--- src/design/srg3d_pkg.sv ---
// Package for the staggered-grid 3-D restriction unit.
// Holds shared widths, register indexes, state and axis codes, and the
// command and status structs between controller and datapath. No dependencies.
package srg3d_pkg;

  localparam int SAMPLE_W   = 24;
  localparam int MID_W      = 28;
  localparam int WT_W       = 16;
  localparam int PROD_W     = WT_W + MID_W;
  localparam int ACC_W      = PROD_W + 3;
  localparam int COORD_W    = 7;
  localparam int CFG_IDX_W  = 3;
  localparam int CFG_DATA_W = 16;
  localparam int OUT_DATA_W = 48;
  localparam int NUM_TAPS   = 5;

  localparam int MAX_ROW_LEN_DEF = 256;
  localparam int MAX_ROWS_DEF    = 256;
  localparam int MAX_PLANES_DEF  = 256;

  localparam logic [CFG_IDX_W-1:0] REG_ORDER = 3'd0;
  localparam logic [CFG_IDX_W-1:0] REG_ROWLEN = 3'd1;
  localparam logic [CFG_IDX_W-1:0] REG_ROWS = 3'd2;
  localparam logic [CFG_IDX_W-1:0] REG_WT0 = 3'd3;
  localparam logic [CFG_IDX_W-1:0] REG_WT1 = 3'd4;
  localparam logic [CFG_IDX_W-1:0] REG_WT2 = 3'd5;
  localparam logic [CFG_IDX_W-1:0] REG_WT3 = 3'd6;
  localparam logic [CFG_IDX_W-1:0] REG_WT4 = 3'd7;

  typedef enum logic [1:0] {
    AXIS_X,
    AXIS_Y,
    AXIS_Z
  } axis_t;

  typedef enum logic [2:0] {
    S_IDLE,
    S_RD,
    S_MUL,
    S_ACC,
    S_RND,
    S_WR,
    S_EMIT,
    S_FIN
  } state_t;

  typedef struct packed {
    logic       load;
    logic       rd;
    logic       mul;
    logic       acc;
    logic       rnd;
    logic       wr;
    logic       emit;
    logic       fin;
    axis_t      axis;
    logic [2:0] tap;
  } cmd_t;

  typedef struct packed {
    logic       drop;
    logic       xok;
    logic       yok;
    logic       zok;
    logic       out_free;
    logic [2:0] ord;
  } sts_t;

endpackage

--- src/design/srg3d_ctrl.sv ---
// Controller state machine for the restriction unit.
// Sequences the tap passes along x, y and z; depends on srg3d_pkg.
module srg3d_ctrl (
  input  logic             clk,
  input  logic             rst_n,
  input  logic             in_tvalid,
  output logic             in_tready,
  input  srg3d_pkg::sts_t  sts,
  output srg3d_pkg::cmd_t  cmd
);
  import srg3d_pkg::*;

  state_t     state_r, state_nxt;
  axis_t      axis_r, axis_nxt;
  logic [2:0] tap_r, tap_nxt;

  always_ff @(posedge clk) begin
    if (!rst_n) begin
      state_r <= S_IDLE;
      axis_r  <= AXIS_X;
      tap_r   <= 3'd0;
    end else begin
      state_r <= state_nxt;
      axis_r  <= axis_nxt;
      tap_r   <= tap_nxt;
    end
  end

  always_comb begin
    state_nxt = state_r;
    axis_nxt  = axis_r;
    tap_nxt   = tap_r;
    case (state_r)
      S_IDLE: begin
        if (in_tvalid) begin
          axis_nxt = AXIS_X;
          tap_nxt  = 3'd0;
          if (!sts.drop && sts.xok) begin
            state_nxt = S_RD;
          end else begin
            state_nxt = S_FIN;
          end
        end
      end
      S_RD:  state_nxt = S_MUL;
      S_MUL: state_nxt = S_ACC;
      S_ACC: begin
        if (tap_r == sts.ord) begin
          state_nxt = S_RND;
        end else begin
          tap_nxt   = tap_r + 3'd1;
          state_nxt = S_RD;
        end
      end
      S_RND: begin
        tap_nxt = 3'd0;
        case (axis_r)
          AXIS_X: begin
            if (sts.yok) begin
              axis_nxt  = AXIS_Y;
              state_nxt = S_RD;
            end else begin
              state_nxt = S_WR;
            end
          end
          AXIS_Y: begin
            if (sts.zok) begin
              axis_nxt  = AXIS_Z;
              state_nxt = S_RD;
            end else begin
              state_nxt = S_WR;
            end
          end
          default: state_nxt = S_WR;
        endcase
      end
      S_WR: begin
        if (sts.zok) begin
          state_nxt = S_EMIT;
        end else begin
          state_nxt = S_FIN;
        end
      end
      S_EMIT: begin
        if (sts.out_free) begin
          state_nxt = S_FIN;
        end
      end
      S_FIN:   state_nxt = S_IDLE;
      default: state_nxt = S_IDLE;
    endcase
  end

  always_comb begin
    cmd      = '0;
    cmd.axis = axis_r;
    cmd.tap  = tap_r;
    case (state_r)
      S_IDLE:  cmd.load = in_tvalid;
      S_RD:    cmd.rd = 1'b1;
      S_MUL:   cmd.mul = 1'b1;
      S_ACC:   cmd.acc = 1'b1;
      S_RND:   cmd.rnd = 1'b1;
      S_WR:    cmd.wr = 1'b1;
      S_EMIT:  cmd.emit = sts.out_free;
      S_FIN:   cmd.fin = 1'b1;
      default: cmd = '0;
    endcase
  end

  assign in_tready = (state_r == S_IDLE);

endmodule

--- config.mk ---
export PLATFORM = sky130hd
export DESIGN_NAME = srg3d_ctrl
export DESIGN_NICKNAME = d
export VERILOG_FILES = /design/src/design/srg3d_pkg.sv /design/src/design/srg3d_ctrl.sv
export SDC_FILE = /design/constraint.sdc
export NUM_CORES = 1
export LEC_CHECK = 0
export BUFFER_PORTS_ARGS = -buffer_cell sky130_fd_sc_hd__buf_2
export CAP_MARGIN = 20
export CELL_PAD_IN_SITES_DETAIL_PLACEMENT = 1
export CELL_PAD_IN_SITES_GLOBAL_PLACEMENT = 1
export CORE_UTILIZATION = 33
export DETAILED_ROUTE_END_ITERATION = 10
export PLACE_DENSITY_LB_ADDON = 0.12
export RECOVER_POWER = 25
export SYNTH_ARGS = -nofsm -noshare
export SYNTH_HDL_FRONTEND = slang
export SYNTH_SLANG_ARGS = --single-unit
--- constraint.sdc ---
create_clock -name clk -period 3.85 [get_ports clk]
set_input_delay 0.1925 -clock clk [delete_from_list [all_inputs] [get_ports clk]]
set_output_delay 0.1925 -clock clk [all_outputs]
set_load 0.01 [all_outputs]
# Word-level counts from Yosys, hierarchy flattened
# Index checks and enable logic that the tools add are counted.
# totals
ff_bits,8
inputBits,11
output_inout_bits,14
word_cells,53
# classes
addsub,1
n_eq_ne,15
n_mux,25
n_reduce_logical,9
# op_table
cell,count
$mux 3,8
$pmux 3 s8,1
$eq 3x3->1 const B,4
$mux 1,9
$pmux 3 s3,1
$pmux 2 s2,2
$eq 3x2->1 const B,2
$mux 2,3
$ne 2x2->1 const B,3
$ne 3x3->1 const B,2
$pmux 3 s2,1
$reduce_and 5->1,1
$add 3x1->3 const B,1
$eq 3x1->1 const B,1
$eq 3x3->1,1
$logic_not 3->1,1
$ne 3x1->1 const B,1
$reduce_and 3->1,1
$reduce_bool 3->1,1
$eq 2x1->1 const B,1
$logic_not 2->1,1
$reduce_and 2->1,1
$reduce_bool 2->1,1
$logic_and 1x1->1,1
$logic_not 1->1,1

# Depth between registers and ports, before layout
# Gate-level depths: netlist of the first run.
# logic_depth
ltp_word,5
mapped_depth,5
mapped_depth_nobuf,4

# Worst setup path before layout of the first run
# Ideal clock, no wire load.
# synth_path
path_type,register to register
start,reg state_r[0]
end,reg axis_r[1]
setup_time_ns,0.116
arrival_ns,1.226
t_required_ns,3.734
path_slack_ns,2.509
stages_incl_launch_ff,5
path_cell_list,dfxtp_1 > buf_2 > nor3_1 > and2_1 > and3b_1
# synth_via
elab_chain_len,3
# synth_rtl
element,line,text
"start, declared",srg3d_ctrl.sv:13,"state_t state_r, state_nxt;"
"start signal, assigned",srg3d_ctrl.sv:23,state_r <= state_nxt;
$logic_not 3->1 *,--,
net in_tready,srg3d_ctrl.sv:7,"output logic in_tready,"
$ne 2x2->1 (no line) / $reduce_bool 2->1 (equally long branches),--,
$reduce_and 5->1 (no line),--,
"end signal, assigned",srg3d_ctrl.sv:24,axis_r <= axis_nxt;
"end, declared",srg3d_ctrl.sv:14,"axis_t axis_r, axis_nxt;"
# The timed path passes the listed nets; every way through them passes the cells marked *.
# A chain may end at the register's enable or synchronous reset.

==> results.yml, run 1 <==
outcome:
  outcome: "finished clean"
timing:
  finalSetupViolations: 0
  hold_viol: 0
  rsz0062_at_grt: "no"
  drv_slew: 0
  slew_headroom: 0.6847
  final.period_utilization: 0.4163
  finalCriticalPeriod_ns: 1.603
  fmax_ghz: 0.6239
  fin_setup_tns_ns: 0
  tightest_slew_ns: 0.4693
  finClkSkew_ns: 0.001715
placed_design:
  dp_hpwl_um: 1114
  gp_congestion: 0.7654
  place_inst: 104
  port_buffers: 24
hold_path:
  hold_depth: 3
  min_path_type: "in2reg"
power:
  max-vdd-ir-drop_uv: 210.3
  p_leak_nw: 0.3308
  power_mw: 0.2955
  p_per_area_mw_per_mm2: 434.9
clocking:
  cts_max_path_buffers: 2
  cts_buffers: 3
  post_cts_buffers: 0
  cts_hold_buf: 0
  cts_sinks: 8
  insertion_delay_ns: 0.25
  htreeDepth: 1
  clkSlewWorstSetupHoldPaths_ns: 0.06
  cts_tree: "yes"
  cts-root-buf: "clkbuf_4"
  cts_resized: 0
detailed_routing:
  drc: 0
  drt_iter0_drc: 2
  vias: 574
  wl_per_cell_um: 13.32
  detail-route-antenna-nets: 0
  wl_um: 1425
  via_per_inst: 5.364
  drtPass1Iterations: 2
global_route:
  antenna_found_initial: 0
  grt_max_degree: 16
  grt_use_total: 0.1787
  grt_pass1_wl_um: 2449
  gr-total-overflow: 0
  grt_pass1_vias: 565
logic_synthesis:
  synth_fa_ha_area_frac: 0.02288
  ys_warn_count: 0
  synth_common_cells: "nand2_1, dfxtp_1, a21oi_1, nor2_1"
  synth_xor_area_frac: 0.04805
  yosysTopAreaCellShare: 0.2929
  synth_area_leaders: "dfxtp_1, nand2_1, and3b_1"
  synth_flop_cell: "dfxtp_1"
  synth-compound-area-share: 0.1968
  synth_area_um2: 546.8
  syn_area_per_cell_um2: 8.041
  synth_top_family_by_area: "simple AND/OR/NAND/NOR gates"
  synth_top_cell_by_area: "dfxtp_1"
  seq_area_frac_synth: 0.2929
  yosys.cell_count.top_type: "nand2_1"
  synth_fp_nets: 80
  postSynth.asyncResetShare: 0
  synthMuxAreaShare: 0.03661
  syn_inst: 68
  post_synth_num_cell_types: 32
  synthSimpleGateAreaFrac: 0.3501
  ys_ff_latch: 8
  synth_edf_count: 0
floorplanning:
  start_util: 0.3588
  dieArea_mm2: 0.001824
  core-area_mm2: 0.001524
  die_y_um: 42.71
  die_w_um: 42.71
  std_cell_rows: 14
  io_pins: 25
setup_path:
  cp.arrival_ns: 1.41
  r2r_cells: 4
  critPathLaunchType: "flop"
  end_kind: "output port"
  worstPathMaxFanout: 13
  path_class: "reg2out"
  required_ns: 3.66
final_layout:
  fillers: 205
  layout-drive-gt1-share: 0.2967
  final_cells: 107
  syn_to_final_growth_pct: 24.26
  antennaDiodeCount: 0
  layout.nets: 105
flow_run:
  max-cap-violations: 0
==> worst max-delay path, stage by stage, from the launching register on <==
cell     delay (ns)
dfxtp_1        0.55
nor2b_1        0.26
nor2b_1        0.19
buf_2          0.16
==> final timing paths <==
kind	startpoint	to	slack (ns)
max	state_r[2]$_SDFFE_PN0P_	cmd[8]	2.25
min	in_tvalid	state_r[1]$_SDFFE_PN0P_	0.23
max reg2reg	state_r[1]$_SDFFE_PN0P_	tap_r[2]$_SDFFE_PN0P_	2.37
min reg2reg	tap_r[2]$_SDFFE_PN0P_	tap_r[2]$_SDFFE_PN0P_	0.52
==> registers in the layout, summed over array words and instances, names as in the netlist <==
| signal | flops |
|---|---|
| state_r | 3 |
| tap_r | 3 |
| axis_r | 2 |
==> layout make-up <==
type,instances,area (um^2),area share
repair buffers,24,115.1,0.1694
flip-flops and latches,8,160.2,0.2357
multi-input cells,55,357.8,0.5267
well taps,16,20.02,0.02947
clock buffers,3,22.52,0.03315
inverters,1,3.754,0.005525
==> metal layers <==
metal | share of wire | vias up | track usage
met3 | 0.053 | 0 | 0.06383
met1 | 0.42 | 269 | 0.2126
li1 | - | 286 | -
met2 | 0.53 | 19 | 0.3061
met4 | 0 | 0 | 0.03750
met5 | 0 | - | 0
==> metrics by stage <==
step                      utilization  setup WS [ns]  hold WS [ns]  instance area (um^2)
after floorplan                     -          2.509        0.3287                 546.8
after global placement         0.4343          2.403        0.4944                 661.9
after detailed placement       0.4343          2.374        0.5004                 661.9
after CTS                      0.4491          2.243        0.2270                 684.4
after global routing           0.4458          2.120        0.2400                 679.4
final                          0.4458          2.247        0.2314                 679.4
==> kinds of logic after synthesis <==
kind of cell	Yosys count
simple gates	34
fa+ha+maj	1
xor+xnor	3
compound gates	15
buf+inv	5
mux	2
flops	8
==> layout by cell type, fill, tap and decap left out, types with 3 or more instances in the layout <==
cell type and n:
buf_2 20, nand2_1 9, dfxtp_1 8, a21oi_1 5, nor2_1 4, clkbuf_1 4
nor2b_1 3, and3b_1 3, nand2b_1 3, xor2_1 3, clkbuf_4 3
==> power breakdown <==
part           switching (mW)  internal, mW
clock                  0.0297        0.0358
combinational          0.0554        0.0530
sequential             0.0282        0.0934
total                   0.113         0.182
Note: power is estimated with default switching activity, not from simulation.
==> run 2: changes to the inputs <==
--- a/config.mk
+++ b/config.mk
@@ -5,11 +5,12 @@
 export SDC_FILE = /design/constraint.sdc
 export NUM_CORES = 1
 export LEC_CHECK = 0
+export ABC_AREA = 1
 export BUFFER_PORTS_ARGS = -buffer_cell sky130_fd_sc_hd__buf_2
 export CAP_MARGIN = 20
 export CELL_PAD_IN_SITES_DETAIL_PLACEMENT = 1
 export CELL_PAD_IN_SITES_GLOBAL_PLACEMENT = 1
-export CORE_UTILIZATION = 33
+export CORE_UTILIZATION = 28
 export DETAILED_ROUTE_END_ITERATION = 10
 export PLACE_DENSITY_LB_ADDON = 0.12
 export RECOVER_POWER = 25
==> constraint.sdc (replaced) <==
create_clock -name clk -period 1.5 [get_ports clk]
set_input_delay 0.075 -clock clk [delete_from_list [all_inputs] [get_ports clk]]
set_output_delay 0.075 -clock clk [all_outputs]
set_load 0.01 [all_outputs]
==> results.yml, run 2 <==
final_layout:
  multi_input_area_um2: 319.1
  syn_to_final_growth_pct: 30.04
  fillers: 276
  layout.nets: 138
  final_cell_area_um2: 725.7
  final_common_cell: "nand2_1"
  layout-drive-gt1-share: 0.2097
  fin_util: 0.4028
  antennaDiodeCount: 0
  final_cells: 149
  layout_common_cells: "nand2_1, inv_1, buf_2"
  final-seq-area_um2: 160.2
  top_regs: "state_r (3), tap_r (3), axis_r (2)"
global_route:
  grt_pass1_wl_um: 2615
  antenna_found_initial: 0
  grt_max_degree: 8
  gr-total-overflow: 0
  grt_pass1_vias: 644
  grt_use_total: 0.1767
detailed_routing:
  drtPass1Iterations: 4
  drt_iter0_drc: 8
  drc: 0
  vias: 674
  wl_um: 1580
  detail-route-antenna-nets: 0
  wl_per_cell_um: 10.60
  via_per_inst: 4.523
clocking:
  htreeDepth: 1
  cts-root-buf: "clkbuf_4"
  insertion_delay_ns: 0.25
  cts_resized: 0
  cts_hold_buf: 0
  cts_tree: "yes"
  cts_max_path_buffers: 2
  cts_buffers: 3
  cts_sinks: 8
  clkSlewWorstSetupHoldPaths_ns: 0.06
  post_cts_buffers: 0
logic_synthesis:
  ys_ff_latch: 8
  synth_fp_nets: 109
  syn_area_per_cell_um2: 5.753
  synth_top_cell_by_area: "dfxtp_1"
  synth_common_cells: "nand2_1, inv_1, nor2_1, nand3_1"
  yosysTopAreaCellShare: 0.2870
  postSynth.asyncResetShare: 0
  synth_edf_count: 0
  syn_inst: 97
  synth_area_leaders: "dfxtp_1, nand2_1, inv_1"
  post_synth_num_cell_types: 18
  synth_area_um2: 558.0
  yosys.cell_count.top_type: "nand2_1"
  seq_area_frac_synth: 0.2870
  synth_flop_cell: "dfxtp_1"
  ys_warn_count: 0
timing:
  setup_ws_ns: 0.1944
  finalSetupViolations: 0
  finalCriticalPeriod_ns: 1.306
  fin_setup_tns_ns: 0
  slew_headroom: 0.7116
  finClkSkew_ns: 0.004009
  rsz0062_at_grt: "no"
  hold_viol: 0
  drv_slew: 0
  tightest_slew_ns: 0.4297
  final.period_utilization: 0.8704
  fmax_ghz: 0.7659
  whs_ns: 0.09480
setup_path:
  cp_slowest_cell: "dfxtp_1"
  cp.arrival_ns: 1.46
  cp_top_family: "simple AND/OR/NAND/NOR gates"
  path_buf_inv: 3
  end_kind: "flop"
  critical-path-max-stage-delay_ns: 0.45
  required_ns: 1.66
  crit_top_cell: "nand2_1"
  path_class: "reg2reg"
  worstPathMaxFanout: 7
  crit_path_cell_trace: "inv_2 > nand2_2 > inv_2 > nand2_1 > nand2_1 > nor2_1 > nand3b_1 > nand2_1 > inv_1"
  critPathLaunchType: "flop"
floorplanning:
  std_cell_rows: 15
  core-area_mm2: 0.001802
  die_w_um: 46.64
  io_pins: 25
  start_util: 0.3097
  dieArea_mm2: 0.002175
  die_y_um: 46.64
placed_design:
  placed_cell_area_um2: 709.4
  place_ws_ns: 0.1762
  port_buffers: 24
  gp_congestion: 0.8100
  place_inst: 146
  dp_hpwl_um: 1311
power:
  p_leak_nw: 0.4024
  power_mw: 1.091
  p_per_area_mw_per_mm2: 1504
  max-vdd-ir-drop_uv: 668.0
outcome:
  outcome: "finished clean"
flow_run:
  max-cap-violations: 0
hold_path:
  min_path_type: "in2reg"
[run 2: final cells by class]
cell class,instances,area share
flip-flops and latches,8,0.2207
multi-input cells,68,0.4397
inverters,21,0.1086
clock buffers,3,0.03103
repair buffers,24,0.1569
well taps,25,0.04310
[run 2: kinds of logic after synthesis]
family / Yosys count / share of synthesized area
compound gates: 11 / 0.1009
buf+inv: 21 / 0.1413
xor+xnor: 2 / 0.03140
simple gates: 54 / 0.4171
flops: 8 / 0.2870
fa+ha+maj: 1 / 0.02242
[run 2: tightest hold or removal path: cells and delay by family]
family,cells,cell delay (ns)
compound gates,1,0.03
simple gates,1,0.07
buf+inv,1,0.13
[run 2: worst paths after layout]
| check | slack, ns | cells past startpoint | to | startpoint |
|---|---|---|---|---|
| worst min-delay path | 0.09 | 3 | axis_r[0]$_SDFFE_PN0P_ | rst_n |
| worst max register to register | 0.19 | 9 | state_r[2]$_SDFFE_PN0P_ | state_r[2]$_SDFFE_PN0P_ |
| worst max-delay path | 0.19 | 9 | state_r[2]$_SDFFE_PN0P_ | state_r[2]$_SDFFE_PN0P_ |
| worst min register to register | 0.50 | 2 | axis_r[1]$_SDFFE_PN0P_ | axis_r[1]$_SDFFE_PN0P_ |
[run 2: power breakdown]
group / leakage (nW) / total [mW] / switching (mW) / internal [mW]
sequential: 0.0654 / 0.333 / 0.0696 / 0.263
clock: 0.0138 / 0.166 / 0.0744 / 0.0916
combinational: 0.323 / 0.592 / 0.391 / 0.201
total: 0.402 / 1.09 / 0.535 / 0.556
[run 2: routing by layer]
metal  vias to the layer above  track usage  wire (um)
li1                        360            -          -
met1                       296       0.2019        700
met2                        16       0.3000        785
met3                         2      0.05882         84
met4                         0      0.06857         10
met5                         -            0          0
