==> src/design/srg3d_pkg.sv <==
// Package for the staggered-grid 3-D restriction unit.
// Holds shared widths, register indexes, state and axis codes, and the
// command and status structs between controller and datapath. No dependencies.
package srg3d_pkg;

  localparam int SAMPLE_W   = 24;
  localparam int MID_W      = 28;
  localparam int WT_W       = 16;
  localparam int PROD_W     = WT_W + MID_W;
  localparam int ACC_W      = PROD_W + 3;
  localparam int COORD_W    = 7;
  localparam int CFG_IDX_W  = 3;
  localparam int CFG_DATA_W = 16;
  localparam int OUT_DATA_W = 48;
  localparam int NUM_TAPS   = 5;

  localparam int MAX_ROW_LEN_DEF = 256;
  localparam int MAX_ROWS_DEF    = 256;
  localparam int MAX_PLANES_DEF  = 256;

  localparam logic [CFG_IDX_W-1:0] REG_ORDER = 3'd0;
  localparam logic [CFG_IDX_W-1:0] REG_ROWLEN = 3'd1;
  localparam logic [CFG_IDX_W-1:0] REG_ROWS = 3'd2;
  localparam logic [CFG_IDX_W-1:0] REG_WT0 = 3'd3;
  localparam logic [CFG_IDX_W-1:0] REG_WT1 = 3'd4;
  localparam logic [CFG_IDX_W-1:0] REG_WT2 = 3'd5;
  localparam logic [CFG_IDX_W-1:0] REG_WT3 = 3'd6;
  localparam logic [CFG_IDX_W-1:0] REG_WT4 = 3'd7;

  typedef enum logic [1:0] {
    AXIS_X,
    AXIS_Y,
    AXIS_Z
  } axis_t;

  typedef enum logic [2:0] {
    S_IDLE,
    S_RD,
    S_MUL,
    S_ACC,
    S_RND,
    S_WR,
    S_EMIT,
    S_FIN
  } state_t;

  typedef struct packed {
    logic       load;
    logic       rd;
    logic       mul;
    logic       acc;
    logic       rnd;
    logic       wr;
    logic       emit;
    logic       fin;
    axis_t      axis;
    logic [2:0] tap;
  } cmd_t;

  typedef struct packed {
    logic       drop;
    logic       xok;
    logic       yok;
    logic       zok;
    logic       out_free;
    logic [2:0] ord;
  } sts_t;

endpackage

==> src/design/srg3d_dp.sv <==
// Datapath of the restriction unit: configuration, counters, x window,
// shared multiply-accumulate, rounding, store addressing and output register.
// Depends on srg3d_pkg; the stores are external srg3d_ram instances.
module srg3d_dp #(
  parameter int MAX_ROW_LEN = srg3d_pkg::MAX_ROW_LEN_DEF,
  parameter int MAX_ROWS    = srg3d_pkg::MAX_ROWS_DEF,
  parameter int MAX_PLANES  = srg3d_pkg::MAX_PLANES_DEF,
  localparam int CX  = MAX_ROW_LEN / 2,
  localparam int CY  = MAX_ROWS / 2,
  localparam int RAW = $clog2(4 * CX),
  localparam int PAW = $clog2(4 * CX * CY)
) (
  input  logic                                  clk,
  input  logic                                  rst_n,
  input  logic [srg3d_pkg::SAMPLE_W-1:0]        in_tdata,
  input  logic                                  in_tlast,
  input  logic                                  cfg_we,
  input  logic [srg3d_pkg::CFG_IDX_W-1:0]       cfg_index,
  input  logic [srg3d_pkg::CFG_DATA_W-1:0]      cfg_data,
  input  srg3d_pkg::cmd_t                       cmd,
  output srg3d_pkg::sts_t                       sts,
  output logic                                  row_re,
  output logic [RAW-1:0]                        row_raddr,
  input  logic [srg3d_pkg::MID_W-1:0]           row_rdata,
  output logic                                  row_we,
  output logic [RAW-1:0]                        row_waddr,
  output logic [srg3d_pkg::MID_W-1:0]           row_wdata,
  output logic                                  plane_re,
  output logic [PAW-1:0]                        plane_raddr,
  input  logic [srg3d_pkg::MID_W-1:0]           plane_rdata,
  output logic                                  plane_we,
  output logic [PAW-1:0]                        plane_waddr,
  output logic [srg3d_pkg::MID_W-1:0]           plane_wdata,
  output logic                                  out_tvalid,
  input  logic                                  out_tready,
  output logic [srg3d_pkg::OUT_DATA_W-1:0]      out_tdata
);
  import srg3d_pkg::*;

  localparam int XW  = $clog2(MAX_ROW_LEN + 1);
  localparam int YW  = $clog2(MAX_ROWS + 1);
  localparam int ZW  = $clog2(MAX_PLANES + 1);
  localparam int XNW = $clog2(CX);
  localparam int YNW = $clog2(CY);
  localparam int ZNW = $clog2(MAX_PLANES / 2);
  localparam int SH_W = ACC_W - 15;
  localparam logic signed [SH_W-1:0] MAX28 = SH_W'(134217727);
  localparam logic signed [SH_W-1:0] MIN28 = -SH_W'(134217728);
  localparam logic signed [MID_W-1:0] MAX24 = MID_W'(8388607);
  localparam logic signed [MID_W-1:0] MIN24 = -MID_W'(8388608);

  logic [2:0]                    ord_cfg_r;
  logic [8:0]                    len_cfg_r;
  logic [8:0]                    rows_cfg_r;
  logic signed [WT_W-1:0]        wt_r [NUM_TAPS];
  logic [XW-1:0]                 c_r;
  logic [YW-1:0]                 r_r;
  logic [ZW-1:0]                 p_r;
  logic signed [SAMPLE_W-1:0]    xw_r [4];
  logic signed [SAMPLE_W-1:0]    s_r;
  logic                          eog_r;
  logic signed [PROD_W-1:0]      prod_r;
  logic signed [ACC_W-1:0]       acc_r;
  logic signed [MID_W-1:0]       vx_r;
  logic signed [MID_W-1:0]       vy_r;
  logic                          out_tvalid_r;
  logic [OUT_DATA_W-1:0]         out_tdata_r;

  logic [2:0]                    ord;
  logic [XW-1:0]                 len_q;
  logic [YW-1:0]                 rows_q;
  logic                          xok, yok, zok, drop;
  logic [XNW-1:0]                xn;
  logic [YNW-1:0]                yn;
  logic [ZNW-1:0]                zn;
  logic [2:0]                    widx;
  logic signed [WT_W-1:0]        wsel;
  logic signed [MID_W-1:0]       opnd;
  logic signed [ACC_W-1:0]       rsum;
  logic signed [SH_W-1:0]        shv;
  logic signed [MID_W-1:0]       r28;
  logic signed [MID_W-1:0]       r24;
  logic [1:0]                    rslot, pslot;
  logic [PAW-1:0]                pos;
  logic                          tap_last;
  logic [XW-1:0]                 c_inc;
  logic [YW-1:0]                 r_inc;

  always_ff @(posedge clk) begin
    if (!rst_n) begin
      ord_cfg_r  <= 3'd2;
      len_cfg_r  <= 9'd256;
      rows_cfg_r <= 9'd256;
      for (int i = 0; i < NUM_TAPS; i++) begin
        wt_r[i] <= '0;
      end
    end else if (cfg_we) begin
      case (cfg_index)
        REG_ORDER:  ord_cfg_r  <= cfg_data[2:0];
        REG_ROWLEN: len_cfg_r  <= cfg_data[8:0];
        REG_ROWS:   rows_cfg_r <= cfg_data[8:0];
        REG_WT0:    wt_r[0] <= cfg_data;
        REG_WT1:    wt_r[1] <= cfg_data;
        REG_WT2:    wt_r[2] <= cfg_data;
        REG_WT3:    wt_r[3] <= cfg_data;
        REG_WT4:    wt_r[4] <= cfg_data;
        default:    ord_cfg_r <= ord_cfg_r;
      endcase
    end
  end

  always_comb begin
    if (ord_cfg_r < 3'd2) begin
      ord = 3'd2;
    end else if (ord_cfg_r > 3'd4) begin
      ord = 3'd4;
    end else begin
      ord = ord_cfg_r;
    end
    if (len_cfg_r == 9'd0) begin
      len_q = XW'(1);
    end else if (32'(len_cfg_r) > 32'(MAX_ROW_LEN)) begin
      len_q = XW'(MAX_ROW_LEN);
    end else begin
      len_q = XW'(len_cfg_r);
    end
    if (rows_cfg_r == 9'd0) begin
      rows_q = YW'(1);
    end else if (32'(rows_cfg_r) > 32'(MAX_ROWS)) begin
      rows_q = YW'(MAX_ROWS);
    end else begin
      rows_q = YW'(rows_cfg_r);
    end
  end

  assign drop = (p_r >= ZW'(MAX_PLANES));
  assign xok  = (c_r >= XW'(ord)) && (c_r[0] == ord[0]);
  assign yok  = xok && (r_r >= YW'(ord)) && (r_r[0] == ord[0]);
  assign zok  = yok && (p_r >= ZW'(ord)) && (p_r[0] == ord[0]);
  assign xn   = XNW'((c_r - XW'(ord)) >> 1);
  assign yn   = YNW'((r_r - YW'(ord)) >> 1);
  assign zn   = ZNW'((p_r - ZW'(ord)) >> 1);

  assign sts.drop     = drop;
  assign sts.xok      = xok;
  assign sts.yok      = yok;
  assign sts.zok      = zok;
  assign sts.out_free = !out_tvalid_r || out_tready;
  assign sts.ord      = ord;

  assign tap_last = (cmd.tap == ord);
  assign widx     = ord - 3'd1 - cmd.tap;

  always_comb begin
    case (cmd.tap)
      3'd0:    wsel = wt_r[0];
      3'd1:    wsel = wt_r[1];
      3'd2:    wsel = wt_r[2];
      3'd3:    wsel = wt_r[3];
      3'd4:    wsel = wt_r[4];
      default: wsel = '0;
    endcase
    case (cmd.axis)
      AXIS_X:  opnd = tap_last ? MID_W'(s_r) : MID_W'(xw_r[widx[1:0]]);
      AXIS_Y:  opnd = tap_last ? vx_r : $signed(row_rdata);
      AXIS_Z:  opnd = tap_last ? vy_r : $signed(plane_rdata);
      default: opnd = '0;
    endcase
  end

  // Round to nearest, ties upward, then saturate to 28 bits, and further to 24 bits for output.
  always_comb begin
    rsum = acc_r + ACC_W'(16384);
    shv  = SH_W'(rsum >>> 15);
    if (shv > MAX28) begin
      r28 = MAX28[MID_W-1:0];
    end else if (shv < MIN28) begin
      r28 = MIN28[MID_W-1:0];
    end else begin
      r28 = shv[MID_W-1:0];
    end
    if (r28 > MAX24) begin
      r24 = MAX24;
    end else if (r28 < MIN24) begin
      r24 = MIN24;
    end else begin
      r24 = r28;
    end
  end

  assign rslot = r_r[1:0] - ord[1:0] + cmd.tap[1:0];
  assign pslot = p_r[1:0] - ord[1:0] + cmd.tap[1:0];
  assign pos   = PAW'(yn) * PAW'(CX) + PAW'(xn);

  assign row_re      = cmd.rd && (cmd.axis == AXIS_Y);
  assign row_raddr   = RAW'(rslot) * RAW'(CX) + RAW'(xn);
  assign row_we      = cmd.wr;
  assign row_waddr   = RAW'(r_r[1:0]) * RAW'(CX) + RAW'(xn);
  assign row_wdata   = vx_r;
  assign plane_re    = cmd.rd && (cmd.axis == AXIS_Z);
  assign plane_raddr = PAW'(pslot) * PAW'(CX * CY) + pos;
  assign plane_we    = cmd.wr && yok;
  assign plane_waddr = PAW'(p_r[1:0]) * PAW'(CX * CY) + pos;
  assign plane_wdata = vy_r;

  always_ff @(posedge clk) begin
    if (cmd.load) begin
      s_r   <= in_tdata;
      eog_r <= in_tlast;
    end
    if (cmd.mul) begin
      prod_r <= wsel * opnd;
    end
    if (cmd.acc) begin
      acc_r <= ((cmd.tap == 3'd0) ? ACC_W'(0) : acc_r) + ACC_W'(prod_r);
    end
    if (cmd.rnd) begin
      case (cmd.axis)
        AXIS_X:  vx_r <= r28;
        AXIS_Y:  vy_r <= r28;
        default: vy_r <= vy_r;
      endcase
    end
    if (cmd.emit) begin
      out_tdata_r <= {3'b000, COORD_W'(zn), COORD_W'(yn), COORD_W'(xn),
                      r24[SAMPLE_W-1:0]};
    end
  end

  assign c_inc = c_r + XW'(1);
  assign r_inc = r_r + YW'(1);

  always_ff @(posedge clk) begin
    if (!rst_n) begin
      c_r          <= '0;
      r_r          <= '0;
      p_r          <= '0;
      out_tvalid_r <= 1'b0;
      for (int i = 0; i < 4; i++) begin
        xw_r[i] <= '0;
      end
    end else begin
      if (cmd.emit) begin
        out_tvalid_r <= 1'b1;
      end else if (out_tready) begin
        out_tvalid_r <= 1'b0;
      end
      if (cmd.fin) begin
        if (eog_r) begin
          c_r <= '0;
          r_r <= '0;
          p_r <= '0;
          for (int i = 0; i < 4; i++) begin
            xw_r[i] <= '0;
          end
        end else if (!drop) begin
          xw_r[3] <= xw_r[2];
          xw_r[2] <= xw_r[1];
          xw_r[1] <= xw_r[0];
          xw_r[0] <= s_r;
          if (c_inc >= len_q) begin
            c_r <= '0;
            if (r_inc >= rows_q) begin
              r_r <= '0;
              p_r <= p_r + ZW'(1);
            end else begin
              r_r <= r_inc;
            end
          end else begin
            c_r <= c_inc;
          end
        end
      end
    end
  end

  assign out_tvalid = out_tvalid_r;
  assign out_tdata  = out_tdata_r;

endmodule
==> config.mk <==
export PLATFORM = sky130hd
export DESIGN_NAME = srg3d_dp
export DESIGN_NICKNAME = d
export VERILOG_FILES = /design/src/design/srg3d_pkg.sv /design/src/design/srg3d_dp.sv
export SDC_FILE = /design/constraint.sdc
export NUM_CORES = 2
export LEC_CHECK = 0
export BUFFER_PORTS_ARGS = -buffer_cell sky130_fd_sc_hd__buf_2
export CAP_MARGIN = 30
export CORE_MARGIN = 8
export CORE_UTILIZATION = 45
export DETAILED_ROUTE_END_ITERATION = 8
export GPL_TIMING_DRIVEN = 1
export MAX_ROUTING_LAYER = met4
export PLACE_DENSITY = 0.71
export SLEW_MARGIN = 20
export SYNTH_ARGS = -nofsm -noshare
export SYNTH_HDL_FRONTEND = slang
export SYNTH_SLANG_ARGS = --single-unit
==> constraint.sdc <==
create_clock -name clk -period 16.3 [get_ports clk]
set_input_delay 1.63 -clock clk [delete_from_list [all_inputs] [get_ports clk]]
set_output_delay 1.63 -clock clk [all_outputs]
set_load 0.03 [all_outputs]
=== After elaboration in Yosys (flattened, before gate mapping) ===
Memories as Yosys holds them, arrays and structs flattened.
Cells that the tools add are included.

* Add/subtract/negate cells: 19
* Multipliers: 1
* $lt $le $gt $ge: 14
* Equal/unequal tests: 18
* Muxes and demuxes: 71
* Bitwise gates (word level): 13
* Reductions and logical operators: 26

{| class="wikitable"
|+ Operator list
! cell !! count
|-
| 2-to-1 mux 24 bit || 9
|-
| 2-to-1 mux 28 bit || 5
|-
| 2-to-1 mux 9 bit || 15
|-
| one-hot mux 28 bit (3 select lines) || 1
|-
| 2-to-1 mux 16 bit || 5
|-
| one-hot mux 16 bit (5 select lines) || 1
|-
| adder 47 x 16 -> 47 bit (second input constant) || 1
|-
| adder 47 x 44 -> 47 bit || 1
|-
| 2-to-1 mux 47 bit || 1
|-
| multiplier 16 x 28 -> 44 bit || 1
|-
| adder 16 x 15 -> 16 bit || 2
|-
| greater-than comparator 32 x 28 -> 1 bit (second input constant) || 1
|-
| less-than comparator 32 x 28 -> 1 bit (second input constant) || 1
|-
| 2-to-1 mux 1 bit || 32
|-
| greater-than comparator 28 x 24 -> 1 bit (second input constant) || 1
|-
| less-than comparator 28 x 24 -> 1 bit (second input constant) || 1
|-
| adder 9 x 1 -> 9 bit (second input constant) || 3
|-
| greater-or-equal comparator 9 x 3 -> 1 bit || 3
|-
| subtractor 8 x 3 -> 8 bit || 3
|-
| adder 9 x 7 -> 9 bit || 2
|-
| greater-or-equal comparator 9 bit || 2
|-
| greater-than comparator 9 bit (second input constant) || 2
|-
| zero test 9 bit || 2
|-
| adder 14 x 7 -> 15 bit || 1
|-
| other kinds (25) || 66
|}

* Register bits after elaboration: 266
* Bits in writable memories: 176
* Bits of input ports: 117
* Output and inout port bits: 167
* Word-level logic and storage cells: 179
* Memories: 2

{| class="wikitable"
|+ Memory list
! name !! words !! width !! read ports !! clocked after memory_dff !! wr ports !! RTL line !! source
|-
| xw_r || 4 || 24 || 4 || 0 || 4 || srg3d_dp.sv:59 || <nowiki>logic signed [SAMPLE_W-1:0] xw_r [4];</nowiki>
|-
| wt_r || 5 || 16 || 5 || 0 || 5 || srg3d_dp.sv:55 || <nowiki>logic signed [WT_W-1:0] wt_r [NUM_TAPS];</nowiki>
|}

=== Depth between registers and ports, before layout ===
* Word-level depth: 9
* Mapped depth: 35
* Mapped depth without buffers: 32

=== Worst setup path before layout ===
OpenSTA, ideal clock, no wires.

* Path kind: input to register
* From: input cmd[0] in the netlist's numbering
* To: register prod_r[41] (data pin)
* Setup time: 0.150 ns
* Data arrival time: 9.534 ns
* Required time: 16.150 ns
* Path slack: 6.616 ns
* Stages on the path: 31
* Path buffers: 4
* Cells stage by stage: buf_2 inv_1 ha_1 clkbuf_1 clkbuf_1 clkbuf_1 mux4_2 mux2i_1 o21ai_2 o211ai_2 nor2_1 fa_1 inv_1 fa_1 fa_1 inv_1 fa_1 fa_1 inv_1 fa_1 inv_1 ha_1 nand4_1 nor3_1 nand3_1 a311oi_2 a211oi_2 o31ai_2 a21oi_1 or4b_1 o211ai_2

* Word-level cells in the longest chain between the ends: 5
* Elaborated cells between the ends (all ways): 14
* Classes of those cells: 1 x add/sub; 1 x mul; 5 x eq/ne; 5 x mux; 1 x reduce/logical; 1 x memory

{| class="wikitable"
|+ RTL lines
! what !! RTL line !! source
|-
| start: declaration || srg3d_dp.sv:20 || <nowiki>input srg3d_pkg::cmd_t cmd,</nowiki>
|-
| subtractor 2 bit || srg3d_dp.sv:152 || <nowiki>assign widx = ord - 3'd1 - cmd.tap;</nowiki>
|-
| memory (4 x 24 bit) || -- ||
|-
| 2-to-1 mux 28 bit || srg3d_dp.sv:164 || <nowiki>AXIS_X: opnd = tap_last ? MID_W'(s_r) : MID_W'(xw_r[widx[1:0]]);</nowiki>
|-
| one-hot mux 28 bit (3 select lines) || srg3d_dp.sv:163 || <nowiki>case (cmd.axis)</nowiki>
|-
| multiplier 16 x 28 -> 44 bit * || srg3d_dp.sv:212 || <nowiki>prod_r <= wsel * opnd;</nowiki>
|-
| end signal: assignment || srg3d_dp.sv:212 ||
|-
| end: declaration || srg3d_dp.sv:62 || <nowiki>logic signed [PROD_W-1:0] prod_r;</nowiki>
|}

Every way passes the cells marked *; elsewhere a longest branch is shown, timed or not.
A chain may end at the register's enable or synchronous reset.

=== Worst setup path in the final report ===
* From: input cmd[1] in the netlist's numbering
* To: register prod_r[41] (data pin)

The elaborated chain is that of the path after synthesis.

==> impl_results.md <==
* Final setup fails at 0
* Die width at 310 um
* CTS tree: yes
* Clock power share at 16.9%
* Slowest cell on crit path: buf_2
* Drt drc at 0
* Top FF cell, synth: edfxtp_1
* P_sw at 3.17 mW
* Seq/Total Area, Yosys at 32.2%
* Avg Vias per Cell at 5.53
* Routed WL at 108000 um
* Minimum clock period at 10720 ps
* Final non-filler cell total at 5240
* FF+latch area at 12500 um2
* Routed wire per std cell at 20.5 um
* Number of library cell types mapped by synthesis at 88
* Syn. warnings at 0
* Sequential share of power at 25.5%
* Cts bufs inserted at 49
* Slew @ Worst Pin at 1080 ps
* Root buf cell: clkbuf_16
* Fin crit share at 65.8%
* Cell family with most CP delay: adder cells
* Vias in the first global route at 28.7k
* Critical Path RT at 16740 ps
* Dpl cells at 5146
* Share of cells above drive strength 1 at 12.5%
* Crit path buf inv count at 4
* Async SR Flop Fraction at 0%
* Synth-to-Final Area Change at 10.2%
* Pint at 3.94 mW
* Max-Slew Margin vs Limit at 28.2%
* Die ar. at 96100 um2
* Top cell type's share of synthesized area at 28.5%
* Slowest stage delay, CP at 640 ps
* H-tree depth at 2
* FP Rows at 108
* Grt ovf at 0
* Chip height at 310 um
* Arrival @ worst endpoint at 11160 ps
* Critical path type: input pin to flop
* Worst vdd ir at 0.170 mV
* First-pass GRT wire length at 167000 um
* Critical path endpoint category: flop
* WHS at 472 ps
* Seq cells post-synth at 442
* Final Slew Violations at 0
* Startpoint types: input pin
* Syn Area/Cell at 10.0 um2
* CTS max path bufs at 3
* Post-Syn Area at 38900 um2
* Max Cap Viol at 0
* Clk slew on worst S/H paths at 60 ps
* Gr usage total at 22.8%
* Hold Fails Final Rpt at 0
* Detailed Place HPWL at 84500 um
* Worst Hold Class: flop to flop
* Antenna viol nets, final at 0
* # resized after CTS at 0
* PwrDens at 166 nW/um2
* Pre-Repair DR Iteration Count at 8
* Post-CTS Setup Inserts at 0
* I/O pins at 284
* Worst-Skew Late Latency at 630 ps
* Status: finished clean
* Placer Congestion at 0.965
* CTS Hold Bufs at 0
* Crit path top cell by count: fa_1
* Sw frac at 44.6%
* Core area at 86200 um2
* Largest net degree at the start of global routing at 75
* DR vias at 29.0k
* Fin nets at 4783
* Initial antenna violation count at 0
* RSZ-0062 raised after global routing: false
* Fmax at 93.2 MHz
* P_leak at 19.2 nW
* Layout filler cell count at 7840
* Post-synth EDFFs at 369
* # clock sinks at 442
* Final Skew at 46.9 ps
* Combinational Power Share at 57.6%
* Area leader, netlist: edfxtp_1
* Initial Utilization at 45.1%
* Ranking of synthesized cells by area: edfxtp_1 (28%), fa_1 (22%), ha_1 (6.0%)
* Mapped Cells at 3891
* Port bufs at 280
* Area of the multi-input gates at 23100 um2
* 1st-iter DRT viols at 2923
* Total Neg Setup Slack at 0 ps
* Crit-path max FO at 40
-- synth_stat cells, drive strengths merged, types with 16 or more instances --
cell    instances
a211o          16
a211oi         16
a21boi         28
a21o           62
a21oi         137
a22oi          60
and2           83
and3           95
buf            97
clkbuf        137
dfxtp          73
edfxtp        369
fa            435
ha            186
inv           571
mux2           17
mux2i          39
mux4           23
nand2         396
nand2b         26
nand3          49
nand4          18
nor2          411
nor2b          21
nor3           26
o211ai         21
o21a           22
o21ai         104
o22ai          34
or2            21
xnor2          99
xor2           60
-- cell usage in the layout, fill, tap and decap left out, types with 16 or more instances in the layout --
cell type / netlist / final
a211o_1: 16 / 16
a21boi_0: 27 / 27
a21o_1: 62 / 62
a21oi_1: 135 / 135
a22oi_1: 60 / 60
and2_1: 83 / 82
and3_1: 95 / 95
buf_2: 30 / 280
buf_4: 46 / 45
clkbuf_16: 0 / 49
dfxtp_1: 73 / 73
edfxtp_1: 369 / 369
fa_1: 435 / 435
ha_1: 186 / 186
inv_1: 570 / 569
mux2_2: 17 / 17
mux2i_1: 39 / 39
mux4_2: 20 / 20
nand2_1: 396 / 395
nand2b_1: 26 / 26
nand3_1: 49 / 49
nand4_1: 18 / 18
nor2_1: 400 / 398
nor2b_1: 21 / 20
nor3_1: 26 / 26
o21a_1: 22 / 22
o21ai_0: 79 / 76
o21ai_1: 19 / 22
o22ai_1: 34 / 28
xnor2_1: 99 / 99
xor2_1: 58 / 58
-- path summary, 6_finish.rpt --
path / endpoint / start / slack, ps / cells after the start
worst max-delay path: prod_r[41] / cmd[1] / 5580 / 28
worst min-delay path: len_cfg_r[0] / len_cfg_r[0] / 470 / 2
worst max register to register: prod_r[41] / ord_cfg_r[2] / 5800 / 29
worst min register to register: len_cfg_r[0] / len_cfg_r[0] / 470 / 2
-- final cells by class --
type | instances | share of cell area, %
Sequential cell | 442 | 29.2
Multi-Input combinational cell | 2644 | 53.9
Timing Repair Buffer | 335 | 4.44
Antenna cell | 2 | 0.0117
Inverter | 573 | 5.01
Clock buffer | 59 | 3.02
Clock inverter | 30 | 1.04
Tap cell | 1155 | 3.37
-- worst register-to-register path: cells and delay by family (launching register included) --
kind            cells  cell delay [ps]
buf+inv             4              720
xor+xnor            1              160
flops               1              900
fa+ha+maj           8             3870
simple gates        7             2190
mux                 2              780
compound gates      7             1690
-- routing by layer --
metal | vias up | routed length (um) | global-route usage (%) | part of all wire [%]
met5 | - | 0 | - | 0
met4 | 0 | 5320 | 9.48 | 4.9
met3 | 256 | 8730 | 3.86 | 8.1
met2 | 1276 | 50600 | 35.3 | 47
met1 | 14300 | 42900 | 29.7 | 40
li1 | 13100 | - | - | -
-- power by group through the flow --
stage | logic [mW] | registers, mW | clock network, mW
2_1_floorplan | 2.99 | 1.81 | 0
3_3_place_gp | 4.00 | 1.83 | 0
3_5_place_dp | 4.04 | 1.82 | 0
4_1_cts | 4.10 | 1.81 | 1.21
5_1_grt | 4.63 | 1.82 | 1.26
6_report | 4.10 | 1.81 | 1.20
-- state kept, by name (all words and copies together), names as in the netlist --
| signal | flops |
|---|---|
| xw_r | 96 |
| wt_r | 80 |
| acc_r | 47 |
| out_tdata | 45 |
| prod_r | 44 |
| plane_wdata | 28 |
| row_wdata | 28 |
| s_r | 24 |
| c_r | 9 |
| len_cfg_r | 9 |
| p_r | 9 |
| r_r | 9 |
| rows_cfg_r | 9 |
| ord_cfg_r | 3 |
| eog_r | 1 |
| out_tvalid | 1 |
-- per-stage QoR --
stage                     cell area [um2]  util, %  total power, mW  setup WS (ps)
final                               42900     49.8             7.11           5580
after global routing                42900     49.7             7.71           5080
after detailed placement            41100     47.7             5.87           5040
after global placement              41000     47.5             5.83           5160
after CTS                           42900     49.7             7.12           5610
after floorplan                     38900        -             4.81           6620
-- kinds of logic after synthesis --
| group | count (synthesis) | synth area share [%] |
|---|---|---|
| mux | 79 | 2.86 |
| xor+xnor | 159 | 3.68 |
| flops | 442 | 32.2 |
| compound gates | 596 | 10.5 |
| fa+ha+maj | 621 | 28.4 |
| other cells | 1 | 0.00964 |
| buf+inv | 807 | 8.55 |
| simple gates | 1186 | 13.8 |
Note: power is estimated with default switching activity, not from simulation.
